<file path="src/hw/rtl/asc_pkg.sv">
// Shared types, codes and constants for the accelerometer step counter.
// Used by asc_ctrl, asc_datapath and accel_step_counter; depends on nothing.
package asc_pkg;

   localparam int unsigned CAL_SAMPLES = 100;
   localparam logic [15:0] IDLE_MAGNITUDE_RESET = 16'd16472;
   localparam logic [15:0] FAULT_MARGIN_RESET = 16'd50;

   localparam logic [16:0] CAL_OPERAND = 17'(CAL_SAMPLES);
   localparam logic [7:0] CAL_COUNT_LIMIT = 8'(CAL_SAMPLES);

   // ceil(2^RECIP_SHIFT / CAL_SAMPLES): exact quotient for any 23-bit dividend
   localparam int unsigned RECIP_SHIFT = 30;
   localparam logic [30:0] CAL_RECIP =
      31'(((64'd1 << RECIP_SHIFT) + 64'(CAL_SAMPLES) - 64'd1) / 64'(CAL_SAMPLES));

   localparam int unsigned CNT_W = 5;
   localparam logic [CNT_W-1:0] SQ_LAST = CNT_W'(3);
   localparam logic [CNT_W-1:0] ROOT_LAST = CNT_W'(15);

   localparam logic CSR_IDLE_MAGNITUDE = 1'b0;
   localparam logic CSR_FAULT_MARGIN = 1'b1;

   localparam logic OP_SAMPLE = 1'b0;
   localparam logic OP_CLEAR = 1'b1;

   typedef enum logic [1:0] {
      PHASE_CAL = 2'd0,
      PHASE_COUNT = 2'd1,
      PHASE_FAULT = 2'd2
   } asc_phase_type;

   typedef enum logic [2:0] {
      MUL_X,
      MUL_Y,
      MUL_Z,
      MUL_IDLE,
      MUL_FAULT
   } asc_mul_sel_type;

   typedef enum logic [3:0] {
      ST_IDLE,
      ST_SQUARE,
      ST_ROOT,
      ST_UPDATE,
      ST_CAL_MUL_IDLE,
      ST_CAL_MUL_FAULT,
      ST_CAL_DIFF,
      ST_CAL_END,
      ST_EMIT
   } asc_state_type;

   typedef struct packed {
      logic        op;
      logic [15:0] accel_x;
      logic [15:0] accel_y;
      logic [15:0] accel_z;
   } asc_req_type;

   typedef struct packed {
      logic [1:0]  phase;
      logic [15:0] steps;
      logic        step_taken;
      logic [15:0] magnitude;
      logic [16:0] magnitude_change;
      logic [15:0] step_threshold;
   } asc_rsp_type;

   typedef struct packed {
      logic            load;
      logic            sq_step;
      logic            sq_first;
      asc_mul_sel_type mul_sel;
      logic            root_step;
      logic            update;
      logic            diff_load;
      logic            div_init;
      logic            cal_finish;
      logic            out_load;
   } asc_cmd_type;

   typedef struct packed {
      logic          op;
      logic          cal_end;
      asc_phase_type phase;
   } asc_status_type;

endpackage

</file>
<file path="src/hw/rtl/asc_ctrl.sv">
// Sequencer for the step counter: walks each sample word through square, root, update
// and the end-of-calibration divide; a clear word only updates. Depends on asc_pkg.
module asc_ctrl (
   input  logic                    clock,
   input  logic                    reset,
   input  logic                    req_valid,
   output logic                    req_ready,
   input  logic                    req_op,
   output logic                    rsp_valid,
   input  logic                    rsp_ready,
   input  asc_pkg::asc_status_type status,
   output asc_pkg::asc_cmd_type    cmd
);
   import asc_pkg::*;

   asc_state_type    state_ff, state_in;
   logic [CNT_W-1:0] cnt_ff, cnt_in;
   logic             rsp_valid_ff, rsp_valid_in;
   logic             can_emit;

   assign can_emit = !rsp_valid_ff || rsp_ready;
   assign rsp_valid = rsp_valid_ff;
   assign req_ready = (state_ff == ST_IDLE);

   always_ff @(posedge clock) begin
      if (reset) begin
         state_ff <= ST_IDLE;
         cnt_ff <= '0;
         rsp_valid_ff <= 1'b0;
      end else begin
         state_ff <= state_in;
         cnt_ff <= cnt_in;
         rsp_valid_ff <= rsp_valid_in;
      end
   end

   always_comb begin
      state_in = state_ff;
      unique case (state_ff)
         ST_IDLE: begin
            if (req_valid) begin
               state_in = (req_op == OP_CLEAR) ? ST_UPDATE : ST_SQUARE;
            end
         end
         ST_SQUARE: begin
            if (cnt_ff == SQ_LAST) state_in = ST_ROOT;
         end
         ST_ROOT: begin
            if (cnt_ff == ROOT_LAST) state_in = ST_UPDATE;
         end
         ST_UPDATE: begin
            state_in = status.cal_end ? ST_CAL_MUL_IDLE : ST_EMIT;
         end
         ST_CAL_MUL_IDLE:  state_in = ST_CAL_MUL_FAULT;
         ST_CAL_MUL_FAULT: state_in = ST_CAL_DIFF;
         ST_CAL_DIFF:      state_in = ST_CAL_END;
         ST_CAL_END:       state_in = ST_EMIT;
         ST_EMIT: begin
            if (can_emit) state_in = ST_IDLE;
         end
         default:          state_in = ST_IDLE;
      endcase
   end

   always_comb begin
      cmd = '0;
      cmd.mul_sel = MUL_X;
      cnt_in = '0;
      rsp_valid_in = rsp_valid_ff && !rsp_ready;
      unique case (state_ff)
         ST_IDLE: begin
            cmd.load = req_valid;
         end
         ST_SQUARE: begin
            cmd.sq_step = 1'b1;
            cmd.sq_first = (cnt_ff == '0);
            unique case (cnt_ff[1:0])
               2'd0:    cmd.mul_sel = MUL_X;
               2'd1:    cmd.mul_sel = MUL_Y;
               default: cmd.mul_sel = MUL_Z;
            endcase
            cnt_in = (cnt_ff == SQ_LAST) ? '0 : cnt_ff + 1'b1;
         end
         ST_ROOT: begin
            cmd.root_step = 1'b1;
            cnt_in = (cnt_ff == ROOT_LAST) ? '0 : cnt_ff + 1'b1;
         end
         ST_UPDATE: begin
            cmd.update = 1'b1;
         end
         ST_CAL_MUL_IDLE: begin
            cmd.mul_sel = MUL_IDLE;
         end
         ST_CAL_MUL_FAULT: begin
            cmd.mul_sel = MUL_FAULT;
            cmd.diff_load = 1'b1;
         end
         ST_CAL_DIFF: begin
            cmd.div_init = 1'b1;
         end
         ST_CAL_END: begin
            cmd.cal_finish = 1'b1;
         end
         ST_EMIT: begin
            if (can_emit) begin
               cmd.out_load = 1'b1;
               rsp_valid_in = 1'b1;
            end
         end
         default: begin
            cnt_in = '0;
         end
      endcase
   end

endmodule

</file>
<file path="src/hw/rtl/asc_datapath.sv">
// Datapath for the step counter: shared multiplier, bit-serial square root,
// calibration divider, step state and the result register. Depends on asc_pkg.
module asc_datapath (
   input  logic                    clock,
   input  logic                    reset,
   input  asc_pkg::asc_req_type    req_data,
   input  logic                    csr_write,
   input  logic                    csr_index,
   input  logic [15:0]             csr_wdata,
   input  asc_pkg::asc_cmd_type    cmd,
   output asc_pkg::asc_status_type status,
   output asc_pkg::asc_rsp_type    rsp_data
);
   import asc_pkg::*;

   // configuration
   logic [15:0]          idle_ff, fault_ff;
   // captured word
   logic                 op_ff;
   logic signed [15:0]   ax_ff, ay_ff, az_ff;
   // arithmetic
   logic [31:0]          prod_ff, acc_ff, root_ff, bit_ff;
   logic [31:0]          acc_in, root_in, bit_in;
   logic signed [16:0]   mul_a, mul_b;
   logic signed [33:0]   mul_p;
   logic [31:0]          trial;
   logic signed [24:0]   diff_ff, diff_in;
   logic signed [24:0]   diff_abs;
   logic                 fault_flag_ff;
   logic [53:0]          recip_ff;
   // step state
   asc_phase_type        phase_ff, phase_in;
   logic [6:0]           calib_count_ff, calib_count_in;
   logic [22:0]          calib_sum_ff, calib_sum_in;
   logic [15:0]          threshold_ff, threshold_in;
   logic [15:0]          prev_mag_ff, prev_mag_in;
   logic [15:0]          steps_ff, steps_in;
   // per-word results
   logic [15:0]          mag_ff, mag_in, mag;
   logic [16:0]          change_ff, change_in;
   logic                 taken_ff, taken_in;
   logic [15:0]          abs_change;
   asc_rsp_type          rsp_ff;

   assign mag = root_ff[15:0];
   assign rsp_data = rsp_ff;

   assign status.op = op_ff;
   assign status.phase = phase_ff;
   assign status.cal_end = (phase_ff == PHASE_CAL) && (op_ff == OP_SAMPLE)
                           && ({1'b0, calib_count_ff} + 8'd1 >= CAL_COUNT_LIMIT);

   always_ff @(posedge clock) begin
      if (reset) begin
         idle_ff <= IDLE_MAGNITUDE_RESET;
         fault_ff <= FAULT_MARGIN_RESET;
      end else if (csr_write) begin
         unique case (csr_index)
            CSR_IDLE_MAGNITUDE: idle_ff <= csr_wdata;
            CSR_FAULT_MARGIN:   fault_ff <= csr_wdata;
            default:            idle_ff <= idle_ff;
         endcase
      end
   end

   always_ff @(posedge clock) begin
      if (cmd.load) begin
         op_ff <= req_data.op;
         ax_ff <= signed'(req_data.accel_x);
         ay_ff <= signed'(req_data.accel_y);
         az_ff <= signed'(req_data.accel_z);
      end
   end

   // shared 17x17 multiplier, registered
   always_comb begin
      unique case (cmd.mul_sel)
         MUL_X: begin
            mul_a = {ax_ff[15], ax_ff};
            mul_b = {ax_ff[15], ax_ff};
         end
         MUL_Y: begin
            mul_a = {ay_ff[15], ay_ff};
            mul_b = {ay_ff[15], ay_ff};
         end
         MUL_Z: begin
            mul_a = {az_ff[15], az_ff};
            mul_b = {az_ff[15], az_ff};
         end
         MUL_IDLE: begin
            mul_a = signed'({1'b0, idle_ff});
            mul_b = signed'(CAL_OPERAND);
         end
         MUL_FAULT: begin
            mul_a = signed'({1'b0, fault_ff});
            mul_b = signed'(CAL_OPERAND);
         end
         default: begin
            mul_a = '0;
            mul_b = '0;
         end
      endcase
      mul_p = mul_a * mul_b;
   end

   always_ff @(posedge clock) begin
      prod_ff <= mul_p[31:0];
   end

   // sum of squares, then remainder of the bit-serial root
   always_comb begin
      acc_in = acc_ff;
      root_in = root_ff;
      bit_in = bit_ff;
      trial = root_ff + bit_ff;
      if (cmd.sq_step) begin
         acc_in = cmd.sq_first ? '0 : acc_ff + prod_ff;
         root_in = '0;
         bit_in = 32'h4000_0000;
      end else if (cmd.root_step) begin
         if (acc_ff >= trial) begin
            acc_in = acc_ff - trial;
            root_in = (root_ff >> 1) + bit_ff;
         end else begin
            root_in = root_ff >> 1;
         end
         bit_in = bit_ff >> 2;
      end else if (cmd.load) begin
         root_in = '0;
      end
   end

   always_ff @(posedge clock) begin
      acc_ff <= acc_in;
      root_ff <= root_in;
      bit_ff <= bit_in;
   end

   // calibration: difference, fault check and divide by the sample count
   // through a reciprocal multiply
   assign diff_in = signed'({2'b00, calib_sum_ff}) - signed'({2'b00, prod_ff[22:0]});
   assign diff_abs = diff_ff[24] ? -diff_ff : diff_ff;

   always_ff @(posedge clock) begin
      if (cmd.diff_load) diff_ff <= diff_in;
      if (cmd.div_init) begin
         fault_flag_ff <= (diff_ff <= signed'({2'b00, prod_ff[22:0]}));
         recip_ff <= 54'(diff_abs[22:0]) * 54'(CAL_RECIP);
      end
   end

   // step state update
   assign abs_change = (mag >= prev_mag_ff) ? mag - prev_mag_ff : prev_mag_ff - mag;

   always_comb begin
      phase_in = phase_ff;
      calib_count_in = calib_count_ff;
      calib_sum_in = calib_sum_ff;
      threshold_in = threshold_ff;
      prev_mag_in = prev_mag_ff;
      steps_in = steps_ff;
      mag_in = mag_ff;
      change_in = change_ff;
      taken_in = taken_ff;
      if (cmd.update) begin
         mag_in = '0;
         change_in = '0;
         taken_in = 1'b0;
         if (op_ff == OP_CLEAR) begin
            if (phase_ff == PHASE_COUNT) steps_in = '0;
         end else begin
            mag_in = mag;
            unique case (phase_ff)
               PHASE_CAL: begin
                  calib_sum_in = calib_sum_ff + 23'(mag);
                  calib_count_in = calib_count_ff + 7'd1;
               end
               PHASE_COUNT: begin
                  change_in = {1'b0, mag} - {1'b0, prev_mag_ff};
                  if (abs_change > threshold_ff) begin
                     taken_in = 1'b1;
                     steps_in = steps_ff + 16'd1;
                  end
                  prev_mag_in = mag;
               end
               default: begin
                  mag_in = mag;
               end
            endcase
         end
      end else if (cmd.cal_finish) begin
         threshold_in = recip_ff[RECIP_SHIFT +: 16];
         phase_in = fault_flag_ff ? PHASE_FAULT : PHASE_COUNT;
      end
   end

   always_ff @(posedge clock) begin
      if (reset) begin
         phase_ff <= PHASE_CAL;
         calib_count_ff <= '0;
         calib_sum_ff <= '0;
         threshold_ff <= '0;
         prev_mag_ff <= '0;
         steps_ff <= '0;
      end else begin
         phase_ff <= phase_in;
         calib_count_ff <= calib_count_in;
         calib_sum_ff <= calib_sum_in;
         threshold_ff <= threshold_in;
         prev_mag_ff <= prev_mag_in;
         steps_ff <= steps_in;
      end
   end

   always_ff @(posedge clock) begin
      mag_ff <= mag_in;
      change_ff <= change_in;
      taken_ff <= taken_in;
   end

   always_ff @(posedge clock) begin
      if (cmd.out_load) begin
         rsp_ff.phase <= phase_ff;
         rsp_ff.steps <= steps_ff;
         rsp_ff.step_taken <= taken_ff;
         rsp_ff.magnitude <= mag_ff;
         rsp_ff.magnitude_change <= change_ff;
         rsp_ff.step_threshold <= threshold_ff;
      end
   end

endmodule

</file>
<file path="src/hw/rtl/accel_step_counter.sv">
// Top level of the accelerometer step counter: controller plus datapath.
// Depends on asc_pkg, asc_ctrl and asc_datapath.
//
//   channel  handshake              payload
//   req      req_valid / req_ready  req_data  (asc_req_type)
//   rsp      rsp_valid / rsp_ready  rsp_data  (asc_rsp_type)
//   csr      csr_valid / csr_ready  csr_index, csr_wdata
//
// A sample word is squared one axis at a time on the shared multiplier, then
// goes through the one-bit-per-cycle square root, the update and the emit state.
// A clear word goes through the update and emit states; the last calibration
// sample adds the difference, fault check and reciprocal divide by the sample count.
// One word is in flight at a time.
// The next word is taken while a result waits in the output register.
// Reset is synchronous; csr writes are always taken.
module accel_step_counter (
   input  logic                 clock,
   input  logic                 reset,
   input  logic                 req_valid,
   output logic                 req_ready,
   input  asc_pkg::asc_req_type req_data,
   output logic                 rsp_valid,
   input  logic                 rsp_ready,
   output asc_pkg::asc_rsp_type rsp_data,
   input  logic                 csr_valid,
   output logic                 csr_ready,
   input  logic                 csr_index,
   input  logic [15:0]          csr_wdata
);
   import asc_pkg::*;

   asc_cmd_type    cmd;
   asc_status_type status;

   assign csr_ready = 1'b1;

   asc_ctrl u_ctrl (
      .clock     (clock),
      .reset     (reset),
      .req_valid (req_valid),
      .req_ready (req_ready),
      .req_op    (req_data.op),
      .rsp_valid (rsp_valid),
      .rsp_ready (rsp_ready),
      .status    (status),
      .cmd       (cmd)
   );

   asc_datapath u_datapath (
      .clock     (clock),
      .reset     (reset),
      .req_data  (req_data),
      .csr_write (csr_valid && csr_ready),
      .csr_index (csr_index),
      .csr_wdata (csr_wdata),
      .cmd       (cmd),
      .status    (status),
      .rsp_data  (rsp_data)
   );

   a_one_in_flight: assert property (@(posedge clock) disable iff (reset)
      req_valid && req_ready |=> !req_ready)
      else $error("word accepted while another is in flight");

   a_fault_sticks: assert property (@(posedge clock) disable iff (reset)
      status.phase == PHASE_FAULT |=> status.phase == PHASE_FAULT)
      else $error("left calibration fault without reset");

   a_no_threshold_in_cal: assert property (@(posedge clock) disable iff (reset)
      rsp_valid && rsp_data.phase == PHASE_CAL |-> rsp_data.step_threshold == '0)
      else $error("threshold reported before calibration ended");

   a_step_only_counting: assert property (@(posedge clock) disable iff (reset)
      rsp_valid && rsp_data.step_taken |-> rsp_data.phase == PHASE_COUNT)
      else $error("step taken outside counting phase");

endmodule
</file>
<file path="config.mk">
export PLATFORM = sky130hd
export DESIGN_NAME = accel_step_counter
export DESIGN_NICKNAME = d
export VERILOG_FILES = /design/src/hw/rtl/asc_pkg.sv /design/src/hw/rtl/asc_ctrl.sv /design/src/hw/rtl/asc_datapath.sv /design/src/hw/rtl/accel_step_counter.sv
export SDC_FILE = /design/constraint.sdc
export NUM_CORES = 2
export LEC_CHECK = 0
export BUFFER_PORTS_ARGS = -buffer_cell sky130_fd_sc_hd__buf_2
export CORE_MARGIN = 5
export CORE_UTILIZATION = 55
export DETAILED_ROUTE_END_ITERATION = 12
export GPL_ROUTABILITY_DRIVEN = 0
export PLACE_DENSITY = 0.76
export SYNTH_ARGS = -nofsm -noshare
export SYNTH_HDL_FRONTEND = slang
export SYNTH_SLANG_ARGS = --single-unit
</file>
<file path="constraint.sdc">
create_clock -name clock -period 13.8 [get_ports clock]
set_input_delay 2.76 -clock clock [delete_from_list [all_inputs] [get_ports clock]]
set_output_delay 2.76 -clock clock [all_outputs]
set_load 0.01 [all_outputs]
</file>
Word level (Yosys, flattened, before mapping)
Index checks and enable logic that the tools add are counted.
- bitwise gates (word level): 4
- eq/ne operators: 20
- reduce and logical (&&, ||, !) cells: 25
- $mul: 2
- add/sub/neg operators: 14
- muxes and demuxes: 40
- magnitude comparators: 5
- operator list (operator ; count):
    32-bit 2-to-1 mux ; 7
    17-bit case mux with 5 select lines ; 1
    16-bit 2-to-1 mux ; 5
    17-bit case mux with 4 select lines ; 1
    23-bit by 24-bit multiplier with 46-bit output, second input constant ; 1
    4-bit case mux with 9 select lines ; 1
    31-bit by 31-bit adder with 32-bit output ; 1
    32-bit by 31-bit adder with 32-bit output ; 1
    32-bit adder ; 1
    32-bit greater-or-equal comparator ; 1
    17-bit by 17-bit multiplier with 32-bit output ; 1
    16-bit subtractor ; 2
    32-bit subtractor ; 1
    24-bit <= comparator ; 1
    23-bit by 23-bit subtractor with 24-bit output ; 1
    23-bit by 16-bit adder with 23-bit output ; 1
    23-bit 2-to-1 mux ; 1
    23-bit negation ; 1
    4-bit 2-to-1 mux ; 5
    16-bit by 16-bit subtractor with 17-bit output ; 1
    16-bit by 1-bit adder with 16-bit output, second input constant ; 1
    4-bit by 3-bit equality test with 1-bit output, second input constant ; 4
    16-bit greater-or-equal comparator ; 1
    16-bit greater-than comparator ; 1
    34 further kinds ; 68
- input bits: 71
- flip-flop bits (word level): 456

Longest topological paths before layout
- word-level depth: 7
- gate-level depth with buffers: 38
- gate-level depth less buffers: 35

Modules after synthesis
A second synthesis with hierarchy kept.
- cell total of the unflattened synthesis: 4679
- area, all modules: 44173.6 µm²
- by module, submodules not included (module ; cells an instance ; times used ; seq. area each (µm²) ; area each (µm²)):
    asc_datapath ; 4587 ; 1 ; 10570.1 ; 43451.7
    asc_ctrl ; 90 ; 1 ; 200.2 ; 710.7
    accel_step_counter ; 2 ; 1 ; 0.0 ; 11.3

Worst setup path after synthesis
OpenSTA, ideal clock, no wires.
- path kind: reg2reg
- from: register u_datapath.diff_ff[0]
- to: register u_datapath.recip_ff[45] (data pin)
- library setup time: 259 ps
- path slack: 5522 ps
- required time: 13541 ps
- cell stages (with the launch flop): 31
- buffers on the path: 0
- arrival time: 8019 ps
- path through: edfxtp_1 > inv_1 > ha_1 > nand2_1 > or3_4 > or3_4 > nand2b_4 > o31a_1 > xor2_1 > inv_1 > fa_1 > inv_1 > fa_1 > fa_1 > inv_1 > fa_1 > fa_1 > fa_1 > inv_1 > ha_1 > ha_1 > a21oi_1 > o21ai_0 > a21oi_1 > nand3_1 > nor3_1 > a211oi_1 > o31a_1 > a31o_2 > a31oi_1 > xnor2_1
- word-level cells in the longest chain between the ends: 3
- ends and longest elaborated chain (element ; RTL line ; text):
    start, declared ; asc_datapath.sv:27 ; logic signed [24:0] diff_ff, diff_in;
    start signal, assigned ; asc_datapath.sv:145 ; if (cmd.diff_load) diff_ff <= diff_in;
    23-bit negation ; asc_datapath.sv:142 ; assign diff_abs = diff_ff[24] ? -diff_ff : diff_ff;
    23-bit 2-to-1 mux (*) ; asc_datapath.sv:142 ;
    23-bit by 24-bit multiplier with 46-bit output (*) ; asc_datapath.sv:148 ; recip_ff <= 54'(diff_abs[22:0]) * 54'(CAL_RECIP);
    end signal, assigned ; asc_datapath.sv:148 ;
    end, declared ; asc_datapath.sv:30 ; logic [53:0] recip_ff;
Mark *: on every way between the ends. The rest lies on a longest branch, timed or not.
A chain may end at the register's enable or synchronous reset.

Worst setup path in the final report
- from: register u_ctrl.cnt_ff[0]
- to: register u_datapath.prod_ff[31]
- word-level cells in the longest chain between the ends: 7
- elaborated cells on any way between the ends: 13
- classes of those cells: mul: 1; eq/ne: 5; mux: 4; reduce/logical: 3
- ends and longest elaborated chain (element ; RTL line ; text):
    start, declared ; asc_ctrl.sv:17 ; logic [CNT_W-1:0] cnt_ff, cnt_in;
    start signal, assigned ; asc_ctrl.sv:32 ; cnt_ff <= cnt_in;
    2-bit by 1-bit equality test with 1-bit output or 2-bit zero test (tied branches) ; asc_ctrl.sv:77 ; unique case (cnt_ff[1:0])
    2-bit case mux with 2 select lines (*) ; asc_ctrl.sv:77 ;
    3-bit case mux with 3 select lines (*) ; asc_ctrl.sv:70 ; unique case (state_ff)
    3-bit by 2-bit equality test with 1-bit output or 3-bit equality test (tied branches) ; asc_datapath.sv:77 ; unique case (cmd.mul_sel)
    2-bit OR reduction (no line) ; - ;
    17-bit case mux with 4 select lines ; asc_datapath.sv:77 ;
    17-bit by 17-bit multiplier with 32-bit output (*) ; asc_datapath.sv:103 ; mul_p = mul_a * mul_b;
    via u_datapath.mul_p[31] ; asc_datapath.sv:25 ; logic signed [33:0] mul_p;
    end signal, assigned ; asc_datapath.sv:107 ; prod_ff <= mul_p[31:0];
    end, declared ; asc_datapath.sv:22 ; logic [31:0] prod_ff, acc_ff, root_ff, bit_ff;
Mark *: on every way through the listed nets, which the timed path passes. The rest lies on a longest branch.

==> results.md <==
- Setup violations remaining at the end of the flow were counted as 0.
- By area, the combinational part of the netlist is dominated by adder cells.
- The cell type with the highest occurrence count on the critical path is sky130_fd_sc_hd__inv_1.
- The area growth from synthesis to layout is 7.971%.
- Summing the areas of all compound-gate instances in the mapped netlist gives 11.35% of the synthesized area.
- Setup repair after global routing left no endpoint under its margin.
- The critical path is of the reg -> reg type.
- The maximum net fanout on the critical path is 16.
- The clock tree from TritonCTS is yes.
- The post-synthesis adder-cell area fraction is 37.69%.
- The total negative slack for setup checks is 0 ns.
- STA puts the critical path data required time at 14.29 ns.
- The total vias in the final route is 32716.
- Summing the sequential cell areas from Yosys gives 24.73% of the chip area.
- Clock-pin slew was measured on the worst setup and hold paths at 0.06 ns.
- After clock tree synthesis, the flow added hold-fix buffers numbering 0.
- Clock tree synthesis inserted a total of 48 buffers.
- The area used by multi-input combinational logic is 0.02932 mm2.
- The number of warnings issued by yosys is 0.
- Of the cells placed in the final design, the portion with a size suffix greater than 1 is 6.911%.
- The cell count after synthesis came out at 4592.
- In the synthesized netlist, mux cells make up 0.8879% of the area.
- The critical path capture point type is a flip-flop.
- The die boundary width is 291.4 um.
- The initial utilization of the core area, before any placement, comes to 55.30%.
- The run finished with clean final reports.
- The total setup buffers inserted after CTS is 0.
- The H-tree depth is 2.
- The final layout contains 5797 nets.
- By area the synthesized netlist is led by sky130_fd_sc_hd__fa_1 22%, sky130_fd_sc_hd__edfxtp_1 15%, sky130_fd_sc_hd__ha_1 15%.
- The number of synthesized register bits is 426.
- The total inserted antenna cells is 0.
- After layout, the worst path uses 69.21% of the clock period.
- After layout, the minimum clock period comes to 9.550 ns.
- The area occupied by registers is 0.01077 mm2.
- During placement, the flow inserted port buffers numbering 140.
- Global routing finished with a remaining overflow of 0.
- The worst slew margin relative to its limit is 25.94%.
- After detailed placement, the design holds a cell count of 5706.
- The most used flip-flop cell after synthesis is sky130_fd_sc_hd__edfxtp_1.
- The path class of the lowest-slack min-delay path is reg -> reg.
- The finished layout holds 5796 standard cells, fillers aside.
- The die footprint is 0.08490 mm2.
- The clock reaches the later pin of the worst-skew pair after 0.63 ns.
- The number of flops mapped to enable cells by yosys is 224.
- After synthesis, the share of flip-flops with an asynchronous set or reset is 0%.
- In this run the mean area of a mapped cell was 9.483 um2.
- The final number of hold-violating endpoints is 0.
- The average wire per cell in the routed design is 18.79 um.
- The worst reg2reg path startpoint is u_ctrl.cnt_ff[0]$_SDFF_PP0_.
- The number of clock sinks is 426.
- The achievable clock frequency is 104.7 MHz.
- After synthesis, the largest area contributor takes up 22.34% of total cell area.
- In this run the vertical extent of the chip is 291.4 um.
- The largest area contributor in the netlist is sky130_fd_sc_hd__fa_1.
- Across the routed clock network, the largest skew measured is 0.03070 ns.
- The data arrival at the endpoint of the critical path is 10.04 ns.
- The placeable core region is 0.07874 mm2.
- The xor-xnor portion of the synthesized cell area is 5.086%.
- The routed wire length is 108900 um.
- The critical path's slowest cell is sky130_fd_sc_hd__a221oi_1.
- The number of nets in the synthesized netlist is 5683.
- The worst path meets setup with 4.250 ns of slack.
- The number of antenna violations at the first check in global routing came to 1.
- Entering global routing, the biggest net connects 77 pins.
- The top-level port count is 142.
- The tool flagged a number of max-cap violations equal to 0.
- Of the total synthesized cell area, the portion taken by AND, OR, NAND and NOR gates is 12.16%.
- For the pin with the worst max-slew slack, the measured transition is 1.110 ns.
- The floorplan row count is 103.
- Prior to clock tree synthesis, the placed netlist has a worst setup slack of 4.327 ns.
- The mapped netlist covers 0.04354 mm2.
- STA classifies the critical path startpoint as a flip-flop.
- Summed over all nets, the half-perimeter wirelength after detailed placement is 87760 um.
- The first-pass GRT wire length is 176700 um.
- The post-cts repair resize count is 0.
- The number of global-route vias before repair is 33650.
- In this run the clock root is driven by a sky130_fd_sc_hd__clkbuf_16.
- The peak per-stage delay on the critical path is 0.93 ns.
- Global routing used 25.44% of the available tracks across all layers.
- The number of nets with antenna violations after detailed routing is 0.
- Yosys mapped the design onto 90 distinct sky130hd cell types.
- The startpoint of the worst hold path is u_datapath.mag_ff[7]$_SDFFCE_PP0N_.
- The count of filler cells inserted in the layout is 6667.
- Measured on the finished design, the core utilization comes to 59.71%.
- The pre-antenna-repair detailed-routing pass consisted of 6 iterations.
- The final max-slew violation count was 0.
- The remaining routing DRC violations is 0.
- The start point of the critical path is u_ctrl.cnt_ff[0]$_SDFF_PP0_.
- The maximum root-to-sink buffer count is 3.
- Dividing the detail-routed via count by the number of cells gives 5.645.
- For this block, the initial DRC count from the detailed router was 2405.
## stage by stage
| step | area (um2) | hold WS (ns) |
|---|---|---|
| after global routing | 47020 | 0.4262 |
| final | 47020 | 0.4192 |
| after global placement | 45460 | 0.4028 |
| after floorplan | 43540 | 0.4003 |
| after detailed placement | 45460 | 0.4051 |
| after CTS | 47020 | 0.4202 |
## flip-flops by register name, indices dropped and copies added (netlist names), 17 cells and up
register,flops
u_datapath.prod_ff,32
u_datapath.change_ff,17
u_datapath.acc_ff,32
u_datapath.calib_sum_ff,23
u_datapath.rsp_data,68
u_datapath.root_ff,32
u_datapath.diff_ff,24
## cells by family after synthesis
group / after synthesis
fa+ha+maj: 1020
buf+inv: 928
mux: 38
xor+xnor: 252
compound gates: 759
simple gates: 1168
other cells: 1
flops: 426
## synth_stat cells, drive strengths merged (20+ instances only)
cell type	number
a211oi	22
a21o	75
a21oi	223
a221oi	20
a22oi	21
a31oi	49
buf	30
clkbuf	88
dfxtp	202
edfxtp	224
fa	486
ha	534
inv	807
mux2i	33
nand2	445
nand2b	40
nand3	58
nand4	29
nor2	354
nor2b	39
nor3	51
o21a	42
o21ai	135
o21bai	21
o22ai	27
o31ai	20
or3	31
xnor2	164
xor2	88
## metal layers
metal | global-route usage, % | share of wire (%) | up-vias
met5 | 0 | 0.012 | -
met4 | 9.594 | 4.5 | 2
met3 | 3.700 | 6.4 | 269
met2 | 43.90 | 48 | 1165
met1 | 32.61 | 41 | 15877
li1 | - | - | 15403
## final timing paths
kind                                                     endpoint  slack (ns)  cells past startpoint
worst min-delay path            u_datapath.rsp_data[40]$_DFFE_PP_        0.42                      0
worst max register to register     u_datapath.prod_ff[31]$_DFF_P_        4.25                     34
worst min register to register  u_datapath.rsp_data[40]$_DFFE_PP_        0.42                      0
worst max-delay path               u_datapath.prod_ff[31]$_DFF_P_        4.25                     34
## area by class of cell
class / instances / share of cell area [%]
well taps: 1050 / 2.794
flip-flops and latches: 426 / 22.91
multi-input cells: 3238 / 62.36
inverters: 810 / 6.467
clock inverters: 27 / 0.5402
repair buffers: 182 / 2.166
clock buffers: 63 / 2.760
## worst max-delay path, delay by kind of cell (launching register included)
kind | cells | cell delay [ns]
adders and majority gates | 8 | 3.62
buffers and inverters | 8 | 0.69
AOI/OAI and AO/OA | 9 | 2.97
and+or+nand+nor | 8 | 1.57
DFF | 1 | 0.43
xor gates and xnor gates | 1 | 0.15
## cell usage in the layout, fill, tap and decap left out, drive strengths merged, types with 10 or more instances in the layout
cell,n
inv,810
ha,534
fa,486
nand2,445
nor2,354
edfxtp,224
a21oi,223
dfxtp,202
buf,182
xnor2,164
o21ai,135
xor2,88
a21o,75
clkbuf,63
nand3,58
nor3,51
a31oi,49
o21a,42
nand2b,40
nor2b,39
mux2i,33
or3,31
nand4,29
o22ai,27
a211oi,22
o21bai,21
a22oi,21
clkinv,21
o31ai,20
a221oi,20
or2,19
and3,18
and2,17
o211ai,15
nor4,15
nand3b,14
nor3b,12
o31a,11
a21boi,10
a211o,10
Power is left out: the tool's default activity adds up to more than one toggle a clock period on the data nets, which glitch-free logic cannot reach.
